===== config.mk =====
export PLATFORM = sky130hd
export DESIGN_NAME = sicxe_instruction_decoder
export DESIGN_NICKNAME = d
export VERILOG_FILES = /design/src/hw/rtl/sxd_pkg.sv /design/src/hw/rtl/sxd_decode.sv /design/src/hw/rtl/sicxe_instruction_decoder.sv
export SDC_FILE = /design/constraint.sdc
export NUM_CORES = 1
export LEC_CHECK = 0
export ABC_AREA = 1
export BUFFER_PORTS_ARGS = -buffer_cell sky130_fd_sc_hd__buf_2
export CAP_MARGIN = 0
export CORE_ASPECT_RATIO = 1.2
export CORE_MARGIN = 8
export CORE_UTILIZATION = 59
export CTS_CLUSTER_DIAMETER = 50
export DETAILED_ROUTE_END_ITERATION = 8
export HOLD_SLACK_MARGIN = 0.08
export PLACE_DENSITY_LB_ADDON = 0.25
export SYNTH_ARGS = -nofsm -noshare
export SYNTH_HDL_FRONTEND = slang
export SYNTH_SLANG_ARGS = --single-unit

===== constraint.sdc =====
create_clock -name clk -period 4.5 [get_ports clk]
set_input_delay 0.225 -clock clk [delete_from_list [all_inputs] [get_ports clk]]
set_output_delay 0.225 -clock clk [all_outputs]
set_load 0.01 [all_outputs]

===== src/hw/rtl/sxd_pkg.sv =====
// Shared types, constants and the opcode table for the SIC/XE instruction decoder.
package sxd_pkg;

    localparam int unsigned MNEM_BITS = 6;
    localparam logic [7:0] OPCODE_MASK = 8'hFC;
    localparam logic [MNEM_BITS-1:0] LDB_INDEX = 6'd20;

    typedef enum logic [1:0] {
        FMT_CLASS_NONE = 2'd0,
        FMT_CLASS_ONE  = 2'd1,
        FMT_CLASS_TWO  = 2'd2,
        FMT_CLASS_MEM  = 2'd3
    } fmt_class_t;

    typedef enum logic [2:0] {
        FORMAT_UNKNOWN = 3'd0,
        FORMAT_1       = 3'd1,
        FORMAT_2       = 3'd2,
        FORMAT_3       = 3'd3,
        FORMAT_4       = 3'd4
    } format_code_t;

    typedef enum logic [1:0] {
        OPM_NONE      = 2'd0,
        OPM_SIMPLE    = 2'd1,
        OPM_IMMEDIATE = 2'd2,
        OPM_INDIRECT  = 2'd3
    } operand_mode_t;

    typedef enum logic [2:0] {
        TGT_NONE     = 3'd0,
        TGT_ABSOLUTE = 3'd1,
        TGT_PC_REL   = 3'd2,
        TGT_BASE_REL = 3'd3,
        TGT_INVALID  = 3'd4
    } target_mode_t;

    typedef struct packed {
        logic                 found;
        logic [MNEM_BITS-1:0] index;
        fmt_class_t           fmt_class;
    } opcode_entry_t;

    // Everything the decoder reports except the address, which has a parameter width.
    typedef struct packed {
        logic                 known;
        logic [MNEM_BITS-1:0] mnemonic;
        format_code_t         format_code;
        logic [2:0]           length;
        operand_mode_t        operand_mode;
        target_mode_t         target_mode;
        logic                 indexed;
        logic [3:0]           reg_one;
        logic [3:0]           reg_two;
        logic                 base_load;
    } decode_result_t;

    // Opcode table in alphabetical mnemonic order, ADD at position 0 to WD at 58.
    function automatic opcode_entry_t opcode_lookup(input logic [7:0] opcode_byte);
        opcode_entry_t e;
        e.found     = 1'b1;
        e.index     = '0;
        e.fmt_class = FMT_CLASS_MEM;
        unique case (opcode_byte & OPCODE_MASK)
            8'h18: e.index = 6'd0;
            8'h58: e.index = 6'd1;
            8'h90: begin e.index = 6'd2;  e.fmt_class = FMT_CLASS_TWO; end
            8'h40: e.index = 6'd3;
            8'hB4: begin e.index = 6'd4;  e.fmt_class = FMT_CLASS_TWO; end
            8'h28: e.index = 6'd5;
            8'h88: e.index = 6'd6;
            8'hA0: begin e.index = 6'd7;  e.fmt_class = FMT_CLASS_TWO; end
            8'h24: e.index = 6'd8;
            8'h64: e.index = 6'd9;
            8'h9C: begin e.index = 6'd10; e.fmt_class = FMT_CLASS_TWO; end
            8'hC4: begin e.index = 6'd11; e.fmt_class = FMT_CLASS_ONE; end
            8'hC0: begin e.index = 6'd12; e.fmt_class = FMT_CLASS_ONE; end
            8'hF4: begin e.index = 6'd13; e.fmt_class = FMT_CLASS_ONE; end
            8'h3C: e.index = 6'd14;
            8'h30: e.index = 6'd15;
            8'h34: e.index = 6'd16;
            8'h38: e.index = 6'd17;
            8'h48: e.index = 6'd18;
            8'h00: e.index = 6'd19;
            8'h68: e.index = LDB_INDEX;
            8'h50: e.index = 6'd21;
            8'h70: e.index = 6'd22;
            8'h08: e.index = 6'd23;
            8'h6C: e.index = 6'd24;
            8'h74: e.index = 6'd25;
            8'h04: e.index = 6'd26;
            8'hD0: e.index = 6'd27;
            8'h20: e.index = 6'd28;
            8'h60: e.index = 6'd29;
            8'h98: begin e.index = 6'd30; e.fmt_class = FMT_CLASS_TWO; end
            8'hC8: begin e.index = 6'd31; e.fmt_class = FMT_CLASS_ONE; end
            8'h44: e.index = 6'd32;
            8'hD8: e.index = 6'd33;
            8'hAC: begin e.index = 6'd34; e.fmt_class = FMT_CLASS_TWO; end
            8'h4C: e.index = 6'd35;
            8'hA4: begin e.index = 6'd36; e.fmt_class = FMT_CLASS_TWO; end
            8'hA8: begin e.index = 6'd37; e.fmt_class = FMT_CLASS_TWO; end
            8'hF0: begin e.index = 6'd38; e.fmt_class = FMT_CLASS_ONE; end
            8'hEC: e.index = 6'd39;
            8'h0C: e.index = 6'd40;
            8'h78: e.index = 6'd41;
            8'h54: e.index = 6'd42;
            8'h80: e.index = 6'd43;
            8'hD4: e.index = 6'd44;
            8'h14: e.index = 6'd45;
            8'h7C: e.index = 6'd46;
            8'hE8: e.index = 6'd47;
            8'h84: e.index = 6'd48;
            8'h10: e.index = 6'd49;
            8'h1C: e.index = 6'd50;
            8'h5C: e.index = 6'd51;
            8'h94: begin e.index = 6'd52; e.fmt_class = FMT_CLASS_TWO; end
            8'hB0: begin e.index = 6'd53; e.fmt_class = FMT_CLASS_TWO; end
            8'hE0: e.index = 6'd54;
            8'hF8: begin e.index = 6'd55; e.fmt_class = FMT_CLASS_ONE; end
            8'h2C: e.index = 6'd56;
            8'hB8: begin e.index = 6'd57; e.fmt_class = FMT_CLASS_TWO; end
            8'hDC: e.index = 6'd58;
            default:
            begin
                e.found     = 1'b0;
                e.fmt_class = FMT_CLASS_NONE;
            end
        endcase
        return e;
    endfunction

endpackage


===== src/hw/rtl/sxd_decode.sv =====
// Combinational decode of one instruction: table match, flags and target address.
module sxd_decode #(
    parameter int ADDR_BITS = 20
) (
    input  logic [ADDR_BITS-1:0]   instr_addr,
    input  logic [7:0]             byte_zero,
    input  logic [7:0]             byte_one,
    input  logic [7:0]             byte_two,
    input  logic [7:0]             byte_three,
    input  logic [ADDR_BITS-1:0]   base_value,
    output sxd_pkg::decode_result_t result,
    output logic [ADDR_BITS-1:0]   target_address
);

    // Sums are formed at least 20 bits wide so the format 4 field is never cut early.
    localparam int FW = (ADDR_BITS > 20) ? ADDR_BITS : 20;

    sxd_pkg::opcode_entry_t entry;
    logic          flag_n;
    logic          flag_i;
    logic          flag_x;
    logic          flag_b;
    logic          flag_p;
    logic          flag_e;
    logic [19:0]   field_raw;
    logic [FW-1:0] field_ext;
    logic [FW-1:0] disp_ext;
    logic [FW-1:0] pc_sum;
    logic [FW-1:0] base_sum;
    logic [FW-1:0] ta_ext;
    logic [2:0]    mem_length;

    assign entry  = sxd_pkg::opcode_lookup(byte_zero);
    assign flag_n = byte_zero[1];
    assign flag_i = byte_zero[0];
    assign flag_x = byte_one[7];
    assign flag_b = byte_one[6];
    assign flag_p = byte_one[5];
    assign flag_e = byte_one[4];

    assign mem_length = flag_e ? 3'd4 : 3'd3;
    assign field_raw  = flag_e ? {byte_one[3:0], byte_two, byte_three}
                               : {8'd0, byte_one[3:0], byte_two};
    assign field_ext  = FW'(field_raw);
    // Format 3 displacement is signed for PC-relative use only.
    assign disp_ext   = flag_e ? field_ext
                               : {{(FW-12){byte_one[3]}}, byte_one[3:0], byte_two};
    assign pc_sum     = FW'(instr_addr) + FW'(mem_length) + disp_ext;
    assign base_sum   = FW'(base_value) + field_ext;

    always_comb
    begin
        if (flag_b && flag_p) begin
            ta_ext = field_ext;
        end else if (flag_p) begin
            ta_ext = pc_sum;
        end else if (flag_b) begin
            ta_ext = base_sum;
        end else begin
            ta_ext = field_ext;
        end
    end

    always_comb
    begin
        result.known        = entry.found;
        result.mnemonic     = entry.index;
        result.format_code  = sxd_pkg::FORMAT_UNKNOWN;
        result.length       = 3'd1;
        result.operand_mode = sxd_pkg::OPM_NONE;
        result.target_mode  = sxd_pkg::TGT_NONE;
        result.indexed      = 1'b0;
        result.reg_one      = '0;
        result.reg_two      = '0;
        result.base_load    = 1'b0;
        target_address      = '0;
        unique case (entry.fmt_class)
            sxd_pkg::FMT_CLASS_ONE:
            begin
                result.format_code = sxd_pkg::FORMAT_1;
            end
            sxd_pkg::FMT_CLASS_TWO:
            begin
                result.format_code = sxd_pkg::FORMAT_2;
                result.length      = 3'd2;
                result.reg_one     = byte_one[7:4];
                result.reg_two     = byte_one[3:0];
            end
            sxd_pkg::FMT_CLASS_MEM:
            begin
                result.format_code = flag_e ? sxd_pkg::FORMAT_4 : sxd_pkg::FORMAT_3;
                result.length      = mem_length;
                if (flag_i && !flag_n) begin
                    result.operand_mode = sxd_pkg::OPM_IMMEDIATE;
                end else if (flag_n && !flag_i) begin
                    result.operand_mode = sxd_pkg::OPM_INDIRECT;
                end else begin
                    result.operand_mode = sxd_pkg::OPM_SIMPLE;
                end
                if (flag_b && flag_p) begin
                    result.target_mode = sxd_pkg::TGT_INVALID;
                end else if (flag_p) begin
                    result.target_mode = sxd_pkg::TGT_PC_REL;
                end else if (flag_b) begin
                    result.target_mode = sxd_pkg::TGT_BASE_REL;
                end else begin
                    result.target_mode = sxd_pkg::TGT_ABSOLUTE;
                end
                result.indexed   = flag_x;
                result.base_load = (entry.index == sxd_pkg::LDB_INDEX);
                target_address   = ta_ext[ADDR_BITS-1:0];
            end
            default:
            begin
                result.known    = 1'b0;
                result.mnemonic = '0;
            end
        endcase
    end

endmodule


===== src/hw/rtl/sicxe_instruction_decoder.sv =====
// Top level of the SIC/XE instruction decoder: input stage, decode, result stage, base register.
//
// The decoder takes one instruction per cycle while it is not stalled (address plus four raw
// bytes) and returns one decoded result per instruction. An instruction is captured in an
// input register, decoded by a single pass of combinational logic (a 59-entry opcode table
// match, flag decode and the PC-relative and base-relative address sums), and written into
// a result register once that register is free. Sustained throughput is one instruction per
// clock while out_ready is held high; it is set by the decode path between the two registers.
// The input register keeps accepting while a finished result waits on out_ready, until both
// registers hold an item. The base register is updated when an LDB instruction moves into
// the result register, so an instruction right behind an LDB already sees the new base
// value. Target addresses wrap modulo 2^ADDR_BITS; the index flag is reported but not
// applied to the address.
module sicxe_instruction_decoder #(
    parameter int ADDR_BITS = 20
) (
    input  logic                 clk,
    input  logic                 rst_n,
    input  logic                 in_valid,
    output logic                 in_ready,
    input  logic [ADDR_BITS-1:0] instr_addr,
    input  logic [7:0]           byte_zero,
    input  logic [7:0]           byte_one,
    input  logic [7:0]           byte_two,
    input  logic [7:0]           byte_three,
    output logic                 out_valid,
    input  logic                 out_ready,
    output logic                 known_opcode,
    output logic [5:0]           mnemonic_index,
    output logic [2:0]           format_code,
    output logic [2:0]           instr_length,
    output logic [1:0]           operand_mode,
    output logic [2:0]           target_mode,
    output logic                 indexed,
    output logic [ADDR_BITS-1:0] target_address,
    output logic [3:0]           reg_one,
    output logic [3:0]           reg_two,
    output logic                 base_loaded
);

    // Input stage.
    logic                 in_valid_reg;
    logic                 in_valid_next;
    logic [ADDR_BITS-1:0] addr_reg;
    logic [7:0]           b0_reg;
    logic [7:0]           b1_reg;
    logic [7:0]           b2_reg;
    logic [7:0]           b3_reg;

    // Result stage.
    logic                    out_valid_reg;
    logic                    out_valid_next;
    sxd_pkg::decode_result_t res_reg;
    logic [ADDR_BITS-1:0]    ta_reg;

    // Architectural base register.
    logic [ADDR_BITS-1:0] base_reg;
    logic [ADDR_BITS-1:0] base_next;

    sxd_pkg::decode_result_t dec_res;
    logic [ADDR_BITS-1:0]    dec_ta;
    logic                    in_xfer;
    logic                    advance;

    sxd_decode #(
        .ADDR_BITS (ADDR_BITS)
    ) u_decode (
        .instr_addr     (addr_reg),
        .byte_zero      (b0_reg),
        .byte_one       (b1_reg),
        .byte_two       (b2_reg),
        .byte_three     (b3_reg),
        .base_value     (base_reg),
        .result         (dec_res),
        .target_address (dec_ta)
    );

    // The held instruction moves on whenever the result register is empty or being drained.
    assign advance  = in_valid_reg && (!out_valid_reg || out_ready);
    assign in_ready = !in_valid_reg || advance;
    assign in_xfer  = in_valid && in_ready;

    always_comb
    begin
        if (in_xfer) begin
            in_valid_next = 1'b1;
        end else if (advance) begin
            in_valid_next = 1'b0;
        end else begin
            in_valid_next = in_valid_reg;
        end

        if (advance) begin
            out_valid_next = 1'b1;
        end else if (out_ready) begin
            out_valid_next = 1'b0;
        end else begin
            out_valid_next = out_valid_reg;
        end

        base_next = (advance && dec_res.base_load) ? dec_ta : base_reg;
    end

    always_ff @(posedge clk or negedge rst_n)
    begin
        if (!rst_n) begin
            in_valid_reg  <= 1'b0;
            out_valid_reg <= 1'b0;
            base_reg      <= '0;
        end else begin
            in_valid_reg  <= in_valid_next;
            out_valid_reg <= out_valid_next;
            base_reg      <= base_next;
        end
    end

    always_ff @(posedge clk)
    begin
        if (in_xfer) begin
            addr_reg <= instr_addr;
            b0_reg   <= byte_zero;
            b1_reg   <= byte_one;
            b2_reg   <= byte_two;
            b3_reg   <= byte_three;
        end
        if (advance) begin
            res_reg <= dec_res;
            ta_reg  <= dec_ta;
        end
    end

    assign out_valid      = out_valid_reg;
    assign known_opcode   = res_reg.known;
    assign mnemonic_index = res_reg.mnemonic;
    assign format_code    = res_reg.format_code;
    assign instr_length   = res_reg.length;
    assign operand_mode   = res_reg.operand_mode;
    assign target_mode    = res_reg.target_mode;
    assign indexed        = res_reg.indexed;
    assign target_address = ta_reg;
    assign reg_one        = res_reg.reg_one;
    assign reg_two        = res_reg.reg_two;
    assign base_loaded    = res_reg.base_load;

`ifndef ASSERT_OFF
    // The base register only changes when an LDB leaves the input stage.
    a_base_update: assert property (@(posedge clk) disable iff (!rst_n)
        (base_reg != $past(base_reg)) |-> $past(advance && dec_res.base_load))
        else $error("base register changed without an LDB transfer");

    // An instruction that moves on always shows up as a result in the next cycle.
    a_advance_result: assert property (@(posedge clk) disable iff (!rst_n)
        advance |=> out_valid_reg)
        else $error("decoded instruction was lost");

    // A held instruction that cannot move on stays in the input stage.
    a_input_hold: assert property (@(posedge clk) disable iff (!rst_n)
        (in_valid_reg && !advance) |=> in_valid_reg)
        else $error("input stage dropped a stalled instruction");

    // Only a known LDB may report a base load.
    a_ldb_only: assert property (@(posedge clk) disable iff (!rst_n)
        (out_valid_reg && base_loaded) |->
            (known_opcode && (mnemonic_index == sxd_pkg::LDB_INDEX)))
        else $error("base load reported for a non-LDB instruction");

    // An unknown opcode has no format and a length of one byte.
    a_unknown_shape: assert property (@(posedge clk) disable iff (!rst_n)
        (out_valid_reg && !known_opcode) |->
            ((instr_length == 3'd1) && (format_code == sxd_pkg::FORMAT_UNKNOWN)))
        else $error("unknown opcode reported with a format");
`endif

endmodule

After elaboration in Yosys (flattened, before gate mapping)
Index checks and enable logic that the tools add are counted.

cells by class
  $add $sub $neg = 3
  muxes and demuxes = 22
  equal/unequal tests = 62
  reduce and logical (&&, ||, !) cells = 23
  bitwise gates (word level) = 1

operators with widths
  cell                                                                   count
  6-bit case mux with 58 select lines                                    1
  6-bit equality test, second input constant                             27
  20-bit 2-to-1 mux                                                      6
  6-bit by 5-bit equality test with 1-bit output, second input constant  17
  59-bit OR reduction                                                    1
  6-bit by 4-bit equality test with 1-bit output, second input constant  8
  42-bit OR reduction                                                    1
  20-bit adder                                                           2
  6-bit by 3-bit equality test with 1-bit output, second input constant  4
  20-bit by 3-bit adder with 20-bit output                               1
  6-bit by 2-bit equality test with 1-bit output, second input constant  2
  11-bit OR reduction                                                    1
  3-bit case mux with 3 select lines                                     1
  8-bit logical NOT                                                      1
  2-bit 2-to-1 mux                                                       4
  6-bit by 1-bit equality test with 1-bit output, second input constant  1
  1-bit logical AND                                                      6
  1-bit 2-to-1 mux                                                       6
  3-bit 2-to-1 mux                                                       2
  2-bit case mux with 3 select lines                                     1
  3-bit case mux with 2 select lines                                     1
  3-bit OR reduction                                                     2
  6-bit OR reduction                                                     1
  2-bit equality test, second input constant                             2
  other kinds (6)                                                        12

storage, ports and cells
  input bits = 56
  logic and storage cells = 133
  output and inout bits = 50
  bits in registers = 122

Logic depth before layout (Yosys ltp)
Gate-level depths: netlist of run 1.

  depth in word-level cells = 6
  depth in mapped cells = 22
  depth with buffers taken out = 21

Cells and area by module
Synthesis of run 1 repeated with hierarchy kept, for this count alone.

unflattened totals
  cells, all modules = 1,118
  area total of the unflattened synthesis = 8,470.6 µm²

modules (own cells, without submodules)
  module                     instances  area an instance (µm²)  sequential area each (µm²)  cells an instance
  sxd_decode                 1          4,548.1                 0.0                         918
  sicxe_instruction_decoder  1          3,922.5                 3,553.4                     200

Worst setup path before layout of run 1
OpenSTA, ideal clock, no wires.

  path type = reg2reg
  from = reg b1_reg[4]
  to = reg ta_reg[15], in the netlist target_address[15], data pin
  slack = 1,096 ps
  stages on the path, launching flop included = 20
  data arrival time = 3,139 ps
  path buffers = 1
  data required time = 4,234 ps
  library setup time = 266 ps
  clock period less this slack = 3,404 ps
  path through = edfxtp_1 inv_1 clkbuf_1 nand2_1 nand2_1 inv_1 fa_1 inv_1 ha_1 fa_1 nand3_1 nand3_1 a21oi_1 inv_1 nand3_1 nand2_1 nand2_1 nand3_1 nand2_1 a21boi_1

on the way
  longest elaborated chain between the ends = 6
  elaborated cells between the ends (all ways) = 10
  those cells by class = add/sub (3); mux (7)

RTL lines
  what                                                              RTL line                            RTL
  start: declaration                                                sicxe_instruction_decoder.sv:46     logic [7:0] b1_reg;
  start signal: assignment                                          sicxe_instruction_decoder.sv:122    b1_reg <= byte_one;
  3-bit 2-to-1 mux / 20-bit 2-to-1 mux (equally long branches)      sxd_decode.sv:41, sxd_decode.sv:42
  20-bit by 3-bit adder with 20-bit output (tied with other cells)  sxd_decode.sv:48                    assign pc_sum = FW'(instr_addr) + FW'(mem_length) + disp_ext;
  20-bit adder / 20-bit 2-to-1 mux (equally long branches)          sxd_decode.sv:48, sxd_decode.sv:57
  20-bit 2-to-1 mux                                                 sxd_decode.sv:55                    end else if (flag_p) begin
  20-bit 2-to-1 mux *                                               sxd_decode.sv:53                    if (flag_b && flag_p) begin
  20-bit 2-to-1 mux *                                               sxd_decode.sv:77                    unique case (entry.fmt_class)
  net dec_ta[15]                                                    sicxe_instruction_decoder.sv:61     logic [ADDR_BITS-1:0] dec_ta;
  end signal: assignment                                            sicxe_instruction_decoder.sv:128    ta_reg <= dec_ta;
  end: declaration                                                  sicxe_instruction_decoder.sv:54     logic [ADDR_BITS-1:0] ta_reg;

Mark *: on every way through the listed nets, which the timed path passes. The rest lies on a longest branch.
A chain may end at the register's enable or synchronous reset.

Worst setup path after layout of run 1
Same ends and word-level chain as after synthesis.

==> reports/qor.csv, run 1 <==
metric;value;unit
status;complete, no violations;
grt.total_usage;29.5;%
setup-violations-final;0;
cp.arrival;3.95;ns
synthFlopType;edfxtp_1;
synth_edf_count;100;
hold_viol_final;0;
syn_nets;1247;
antenna_cells;0;
antenna_found_initial;0;
avgSynthCellArea;7.50;sq um
rsz0062_at_grt;false;
clk_pin_slew_worst_paths;0.06;ns
vias;8574;
drt_pass1_iterations;6;
p_per_area;403;mW/mm^2
place.gp.congestion;0.986;
cap_violations;0;
hold_path.class;primary input to asynchronous set/reset pin;
num_rows;48;
clk_latency;0.44;ns
area_delta_synth_final;21.9;%
synthTopCellsByArea;edfxtp_1 35%, nand2_1 17%, ha_1 8.0%;
fin_crit_sh;83.8;%
boundaryPins;106;
grt_pass1_vias;8544;
viasPerCell;5.77;
max-slew-margin-rel;28.3;%
start_kind;flip-flop;
grt_pass1_wl;42900;um
synth_cells;1132;
ant_nets;0;
die_h;147;um
finalCriticalPeriod;3.77;ns
grt_max_degree;53;
drc;0;
critPathCaptureType;flip-flop;
setup-tns-final;0;ns
p_leak;5.45;nW
layout_common_cells;387 x nand2_1, 141 x inv_1, 111 x nand3_1;
gr-total-overflow;0;
initial_utilization;59.7;%
cts_made_buffers;17;
max_freq;0.265;GHz
core_region_area;0.0142;sq mm
die-area;0.0185;sq mm
required;4.68;ns
postRouteWirelength;27200;um
die_x;126;um
drt_iter0_markers;755;
post_synth_num_cell_types;39;
cts_sinks;122;
final_common_cell;nand2_1;
tritoncts;done;
tightest_slew;1.08;ns
clockRootBuffer;clkbuf_16;
post-cts-setup-buffers;0;
layout.nets;1414;
portBuffers;105;
synth_warnings;0;
path_max_fanout;12;
slew_violations;0;
ys_seq_area_share;41.8;%
postLayoutCellArea;0.0104;sq mm
yosys.area.top_type;edfxtp_1;
synth_seq_cells;122;
wl_per_cell;18.3;um
clk_path_buf_depth;2;
synth_top_area_share;35.3;%
cts_max_level;4;
ys_async_sr_fraction;18.0;%
dpl_cell_area;0.00920;sq mm
critPathKind;flip-flop to flip-flop;
max-vdd-ir-drop;0.379;mV
dp_hpwl;20000;um
rr_worst_depth;18;
drive_above_1_share;12.5;%
fillers;1110;
clock_skew;0.0119;ns
syn_area;0.00850;sq mm
metal layers:
layer  global-route usage, %  wire length [um]  vias to the layer above
li1                        -                 -                     4089
met1                    32.1             10000                     3951
met2                    53.1             13900                      447
met3                    6.49              2140                       87
met4                    14.8              1090                        0
met5                       0                 0                        -
report_power, final:
group	leakage (nW)	switching, mW	internal (mW)
combinational	3.88	0.822	0.441
clock	0.295	0.586	0.837
sequential	1.27	0.0730	1.41
total	5.45	1.48	2.69
logic make-up (layout without fill, tap and decap cells):
logic type,count (synthesis),after routing,synth area share [%]
simple gates,666,666,33.1
buf+inv,173,353,8.03
flops,122,122,41.8
compound gates,104,104,7.11
fa+ha+maj,59,59,9.13
xor+xnor,8,8,0.825
critical path, stage by stage (launching register included):
cell	delay, ns
edfxtp_1	0.52
inv_1	0.35
nand2_1	0.10
nand2_1	0.18
inv_1	0.10
fa_1	0.49
inv_1	0.05
ha_1	0.25
fa_1	0.43
nand3_1	0.11
nand3_1	0.15
a21oi_1	0.25
inv_1	0.07
nand3_1	0.09
nand2_1	0.06
nand2_1	0.06
nand3_1	0.09
nand2_1	0.12
a21boi_1	0.07
final cells by class:
| class | count | area (sq um) | share of cell area [%] |
|---|---|---|---|
| inverter | 151 | 567 | 5.47 |
| clock buffer | 17 | 425 | 4.11 |
| clock inverter | 15 | 178 | 1.72 |
| sequential | 122 | 3550 | 34.3 |
| timing repair buffer | 170 | 1150 | 11.1 |
| multi-input combinational | 837 | 4260 | 41.1 |
| tap | 175 | 219 | 2.11 |
Yosys cell counts, drive strengths merged, types with 7 or more instances:
master  count
a21boi      7
a21oi      46
buf         8
clkbuf     14
dfrtp      22
edfxtp    100
ha         54
inv       150
nand2     389
nand3     112
nand4      27
nor2      108
nor3       10
o211ai      9
o21ai      24
repair_timing:
item | in CTS | in global routing
hold buffers | 55 | 0
resized for setup | 0 | 0
hold endpoints to repair | 76 | 0
metrics by stage:
step	cells	util [%]	setup slack, ns	power [mW]	hold slack (ns)
CTS	1487	72.7	0.771	4.14	0.330
finish	1487	72.7	0.730	4.17	0.352
global placement	1400	64.6	0.925	2.68	0.236
global route	1487	72.7	0.422	4.36	0.413
detailed placement	1400	64.6	0.799	2.69	0.242
floorplan	1132	-	1.10	2.33	-0.0706
final timing paths:
kind | start | end | slack [ns]
max | b1_reg[4] | target_address[15] | 0.73
min | rst_n | in_valid_reg | 0.35
max reg2reg | b1_reg[4] | target_address[15] | 0.73
min reg2reg | base_reg[9] | base_reg[9] | 0.49
max in group asynchronous | rst_n | base_reg[13] | 3.75
min in group clk | base_reg[9] | base_reg[9] | 0.49
Power figures use the tool's default switching activity.
==> run 2: changes to the inputs <==
ABC_AREA = 0   (was 1)
clock period = 3.5 ns   (was 4.5 ns; I/O delays follow)
==> reports/qor.csv, run 2 <==
metric;value;unit
cts_max_level;4;
grt_max_degree;44;
r2r_setup_slack;-0.21;ns
gr-total-overflow;0;
fillers;845;
ys_seq_area_share;44.8;%
area_delta_synth_final;29.9;%
synthFlopType;edfxtp_1;
start_kind;flip-flop;
post-route-util;78.1;%
clk_pin_slew_worst_paths;0.06;ns
wl_per_cell;19.8;um
hold_path.class;primary input to asynchronous set/reset pin;
violations;negative setup slack;
synth_cells;812;
r2r-start;b1_reg[4];
ys_top_cells_by_count;100 x edfxtp_1, 89 x nand2_1, 85 x nor2_1, 65 x a21oi_1, 54 x ha_1;
r2r_end;target_address[17];
syn_area;0.00793;sq mm
clock_skew;0.00691;ns
grt_pass1_wl;36200;um
slew_violations;0;
cp_slowest_stage_delay;0.54;ns
die_x;122;um
antenna_found_initial;0;
synthTopCellsByArea;edfxtp_1 38%, ha_1 8.5%, dfrtp_1 6.9%;
dpl_cell_area;0.00891;sq mm
yosysMostFrequentCell;edfxtp_1;
initial_utilization;60.2;%
core_region_area;0.0132;sq mm
layout.nets;1121;
synth_warnings;0;
p_per_area;502;mW/mm^2
postRouteWirelength;23500;um
path_max_fanout;4;
drc;0;
clk_path_buf_depth;2;
synth_seq_cells;122;
place.gp.congestion;0.939;
cp.depth;13;
drive_above_1_share;24.8;%
die_h;143;um
finalCriticalPeriod;3.71;ns
synth_edf_count;100;
vias;7216;
cpLargestDelayFamily;compound AO/OA/AOI/OAI gates;
multiInputGateArea;0.00422;sq mm
max-vdd-ir-drop;0.530;mV
die-area;0.0174;sq mm
required;3.79;ns
ys_async_sr_fraction;18.0;%
cap_violations;0;
fin_crit_sh;106;%
syn_nets;927;
boundaryPins;106;
postLayoutCellArea;0.0103;sq mm
p_leak;4.48;nW
setup-violations-final;13;
register_area;0.00355;sq mm
grt_pass1_vias;7080;
status;finished, violations left;
clk_latency;0.43;ns
cp.arrival;4.01;ns
antenna_cells;0;
cts_sinks;122;
tightest_slew;0.767;ns
layout_common_cells;105 x buf_2, 100 x edfxtp_1, 89 x nand2_1;
drt_iter0_markers;826;
critPathCaptureType;flip-flop;
ant_nets;0;
max_freq;0.270;GHz
cpMostUsedCell;o21ai_2;
crit_chain;mux2i_4 > fa_1 > inv_2 > ha_4 > fa_2 > a211oi_2 > o21ai_2 > o211a_1 > o21ai_2 > a21oi_2 > or3b_1 > a32oi_1 > and2_1;
yosys.area.top_type;edfxtp_1;
final_common_cell;buf_2;
post_synth_num_cell_types;69;
fin_total_pwr;5.17;mW
clockRootBuffer;clkbuf_16;
dp_hpwl;15800;um
rr_worst_depth;13;
max-slew-margin-rel;48.9;%
num_rows;46;
portBuffers;105;
synth_top_area_share;37.9;%
grt.total_usage;26.8;%
critPathSlowestCell;fa_1;
tritoncts;done;
rsz0062_at_grt;true;
setup_slack;-0.211;ns
hold_viol_final;0;
viasPerCell;6.08;
cts_made_buffers;17;
drt_pass1_iterations;5;
avgSynthCellArea;9.76;sq um
critPathKind;flip-flop to flip-flop;
worst-path-buf-inv;1;
## run 2: cell types whose count changed after synthesis, moves of 20 or more
cell / previous run / this run
nand2_1: 387 / 89
nor2_1: 105 / 85
inv_1: 143 / 29
o21ai_0: 19 / 47
nand4_1: 27 / 1
nand3_1: 111 / 12
clkbuf_1: 14 / 38
## run 2: where the power goes
group / switching [mW] / total (mW) / internal [mW]
registers: 0.0793 / 1.82 / 1.74
clock network: 0.653 / 1.92 / 1.27
logic: 0.804 / 1.43 / 0.626
total: 1.54 / 5.17 / 3.63
## run 2: worst reg2reg max path, delay by kind of cell, from the launching register on
kind,cells,cell delay [ns]
AND/OR/NAND/NOR,2,0.52
flip-flops,1,0.51
multiplexers,1,0.26
adder cells (fa/ha/maj),3,1.08
AO/OA/AOI/OAI,6,1.15
buffers and inverters,1,0.06
## run 2: what timing repair did
action / 4_1_cts / 5_1_grt
pin swaps: 12 / 10
gates resized for setup: 9 / 21
hold endpoints to repair: 76 / 0
endpoints found under the setup margin: 10 / 26
setup buffers: 7 / 3
hold buffers: 55 / 0
## run 2: cell families (layout without fill, tap and decap cells)
kind of cell             count (synthesis)  count (layout)  synth area share, %
multiplexers                            30              30                 4.10
flip-flops                             122             122                 44.8
XOR/XNOR                                25              25                 2.76
AO/OA/AOI/OAI                          229             229                 18.9
buffers and inverters                   78             285                 3.80
AND/OR/NAND/NOR                        269             269                 15.9
adder cells (fa/ha/maj)                 59              59                 9.78
## run 2: how the worst max path moves through the flow
stage / startpoint / endpoint / slack, ns
2_1_floorplan: b1_reg[4] / target_address[17] / -0.08
3_3_place_gp: b1_reg[4] / target_address[17] / 0.009
3_5_place_dp: b1_reg[4] / target_address[17] / -0.13
4_1_cts: b1_reg[4] / target_address[17] / -0.13
5_1_grt: b1_reg[4] / target_address[17] / -0.26
6_report: b1_reg[4] / target_address[17] / -0.21
## run 2: final cells by class
class                   instances  area share, %
clock inverters                13           2.10
flip-flops and latches        122           34.5
repair buffers                223           15.1
clock buffers                  19           4.20
well taps                     168           2.04
inverters                      30           1.09
multi-input cells             612           40.9
## run 2: stage by stage
| step | setup TNS [ns] | std cells | setup WS (ns) | hold slack, ns |
|---|---|---|---|---|
| global route | -2.57 | 1187 | -0.255 | 0.335 |
| finish | -1.09 | 1187 | -0.211 | 0.301 |
| detailed placement | -0.324 | 1090 | -0.133 | 0.213 |
| floorplan | -0.118 | 812 | -0.0793 | -0.121 |
| global placement | 0 | 1090 | 0.00942 | 0.211 |
| CTS | -0.209 | 1184 | -0.128 | 0.313 |
## run 2: per-layer routing
metal / GRT usage, % / share of wire [%]
met1: 30.4 / 39
met2: 46.5 / 51
met3: 5.57 / 6.9
met4: 13.0 / 4.0
met5: 0 / 0
==> run 3: changes to the inputs <==
CORE_MARGIN = 2   (was 8)
==> reports/qor.csv, run 3 (synthesis gave the netlist of run 2 again) <==
metric;value;unit
post-route-util;78.5;%
p_int;3.62;mW
layout.nets;1122;
power_switching;1.58;mW
worst-path-buf-inv;1;
cp_slowest_stage_delay;0.50;ns
grt_max_degree;65;
drive_above_1_share;25.2;%
postRouteWirelength;23400;um
antenna_found_initial;0;
clockRootBuffer;clkbuf_16;
pwr-share-clk;37.0;%
vias;7292;
die_h;131;um
setup-violations-final;20;
wl_met3;1550;um
crit_chain;buf_4 > mux2_4 > fa_2 > fa_2 > a211oi_2 > o21ai_2 > o211a_1 > o21ai_2 > a21oi_1 > or3b_1 > a32oi_2 > and2_1;
register_area;0.00355;sq mm
critPathCaptureType;flip-flop;
boundaryPins;106;
die_x;110;um
grt_pass1_wl;34500;um
p_per_area;503;mW/mm^2
violations;negative setup slack;
tritoncts;done;
power_frac_comb;28.1;%
pre_cts_slack;-0.0883;ns
start_kind;flip-flop;
place.gp.congestion;0.975;
drt_pass1_iterations;5;
grt.total_usage;31.8;%
path_max_fanout;4;
required;3.79;ns
setup-tns-final;-1.59;ns
top_layer;met4;
slew_violations;0;
dp_cells;1086;
antenna_cells;0;
postLayoutCellArea;0.0103;sq mm
layout_common_cells;105 x buf_2, 100 x edfxtp_1, 89 x nand2_1;
drt_iter0_markers;728;
finalCriticalPeriod;3.70;ns
fillers;807;
p_leak;4.48;nW
clk_pin_slew_worst_paths;0.06;ns
area_delta_synth_final;30.5;%
max_freq;0.270;GHz
status;finished, violations left;
fin_total_pwr;5.20;mW
dpl_cell_area;0.00889;sq mm
tightest_slew;0.861;ns
cp.arrival;3.99;ns
hold_slack;0.338;ns
dr_wl_met2;11900;um
clk_latency;0.42;ns
dp_hpwl;14800;um
hold_viol_final;0;
grt_pass1_vias;7085;
clock_skew;0.0154;ns
cpLargestDelayFamily;compound AO/OA/AOI/OAI gates;
ant_nets;0;
cap_violations;0;
core_region_area;0.0132;sq mm
cts_sinks;122;
portBuffers;105;
rsz0062_at_grt;true;
fin_crit_sh;106;%
setup_slack;-0.199;ns
die-area;0.0144;sq mm
hold_path.class;primary input to asynchronous set/reset pin;
num_rows;46;
max-vdd-ir-drop;0.391;mV
swShare;30.3;%
critPathKind;flip-flop to flip-flop;
multiInputGateArea;0.00424;sq mm
gr-total-overflow;0;
clk_path_buf_depth;2;
cts_made_buffers;17;
final_common_cell;buf_2;
instances_no_fill;1188;
drt-met1-wl;8850;um
viasPerCell;6.14;
seqPwrFrac;34.9;%
cts_max_level;4;
max-slew-margin-rel;42.6;%
critPathSlowestCell;edfxtp_1;
initial_utilization;60.2;%
wl_per_cell;19.7;um
drc;0;
run 3: power by group through the flow:
stage	logic [mW]	registers (mW)	clock network, mW
floorplan	0.849	1.84	0
CTS	1.34	1.81	1.92
global placement	1.21	1.83	0
global route	1.59	1.83	1.99
detailed placement	1.25	1.84	0
finish	1.46	1.81	1.92
run 3: layout make-up:
cell class / instances / area share [%]
inverters: 30 / 1.09
repair buffers: 224 / 15.3
clock buffers: 20 / 4.41
multi-input cells: 612 / 41.0
clock inverters: 12 / 1.78
well taps: 168 / 2.03
flip-flops and latches: 122 / 34.3
run 3: per-layer routing:
| metal | global-route usage, % | up-vias |
|---|---|---|
| li1 | - | 3391 |
| met1 | 37.0 | 3430 |
| met2 | 55.1 | 367 |
| met3 | 5.80 | 104 |
| met4 | 17.1 | 0 |
| met5 | 0 | - |
run 3: path summary, 6_finish.rpt:
path,from,endpoint,slack (ns),cells after the start
worst max-delay path,b1_reg[4],target_address[17],-0.20,12
worst min-delay path,rst_n,base_reg[9],0.34,2
worst max register to register,b1_reg[4],target_address[17],-0.20,12
worst min register to register,base_reg[12],base_reg[12],0.50,2
max in group asynchronous,rst_n,base_reg[10],2.75,2
min in group clk,instr_addr[1],addr_reg[1],0.46,2
run 3: repair_timing:
action | CTS | global route
endpoints found under the hold margin | 76 | 0
buffers inserted | 7 | 7
hold buffers | 56 | 0
gates resized for setup | 13 | 24
endpoints found under the setup margin | 10 | 24
pin swaps | 12 | 13
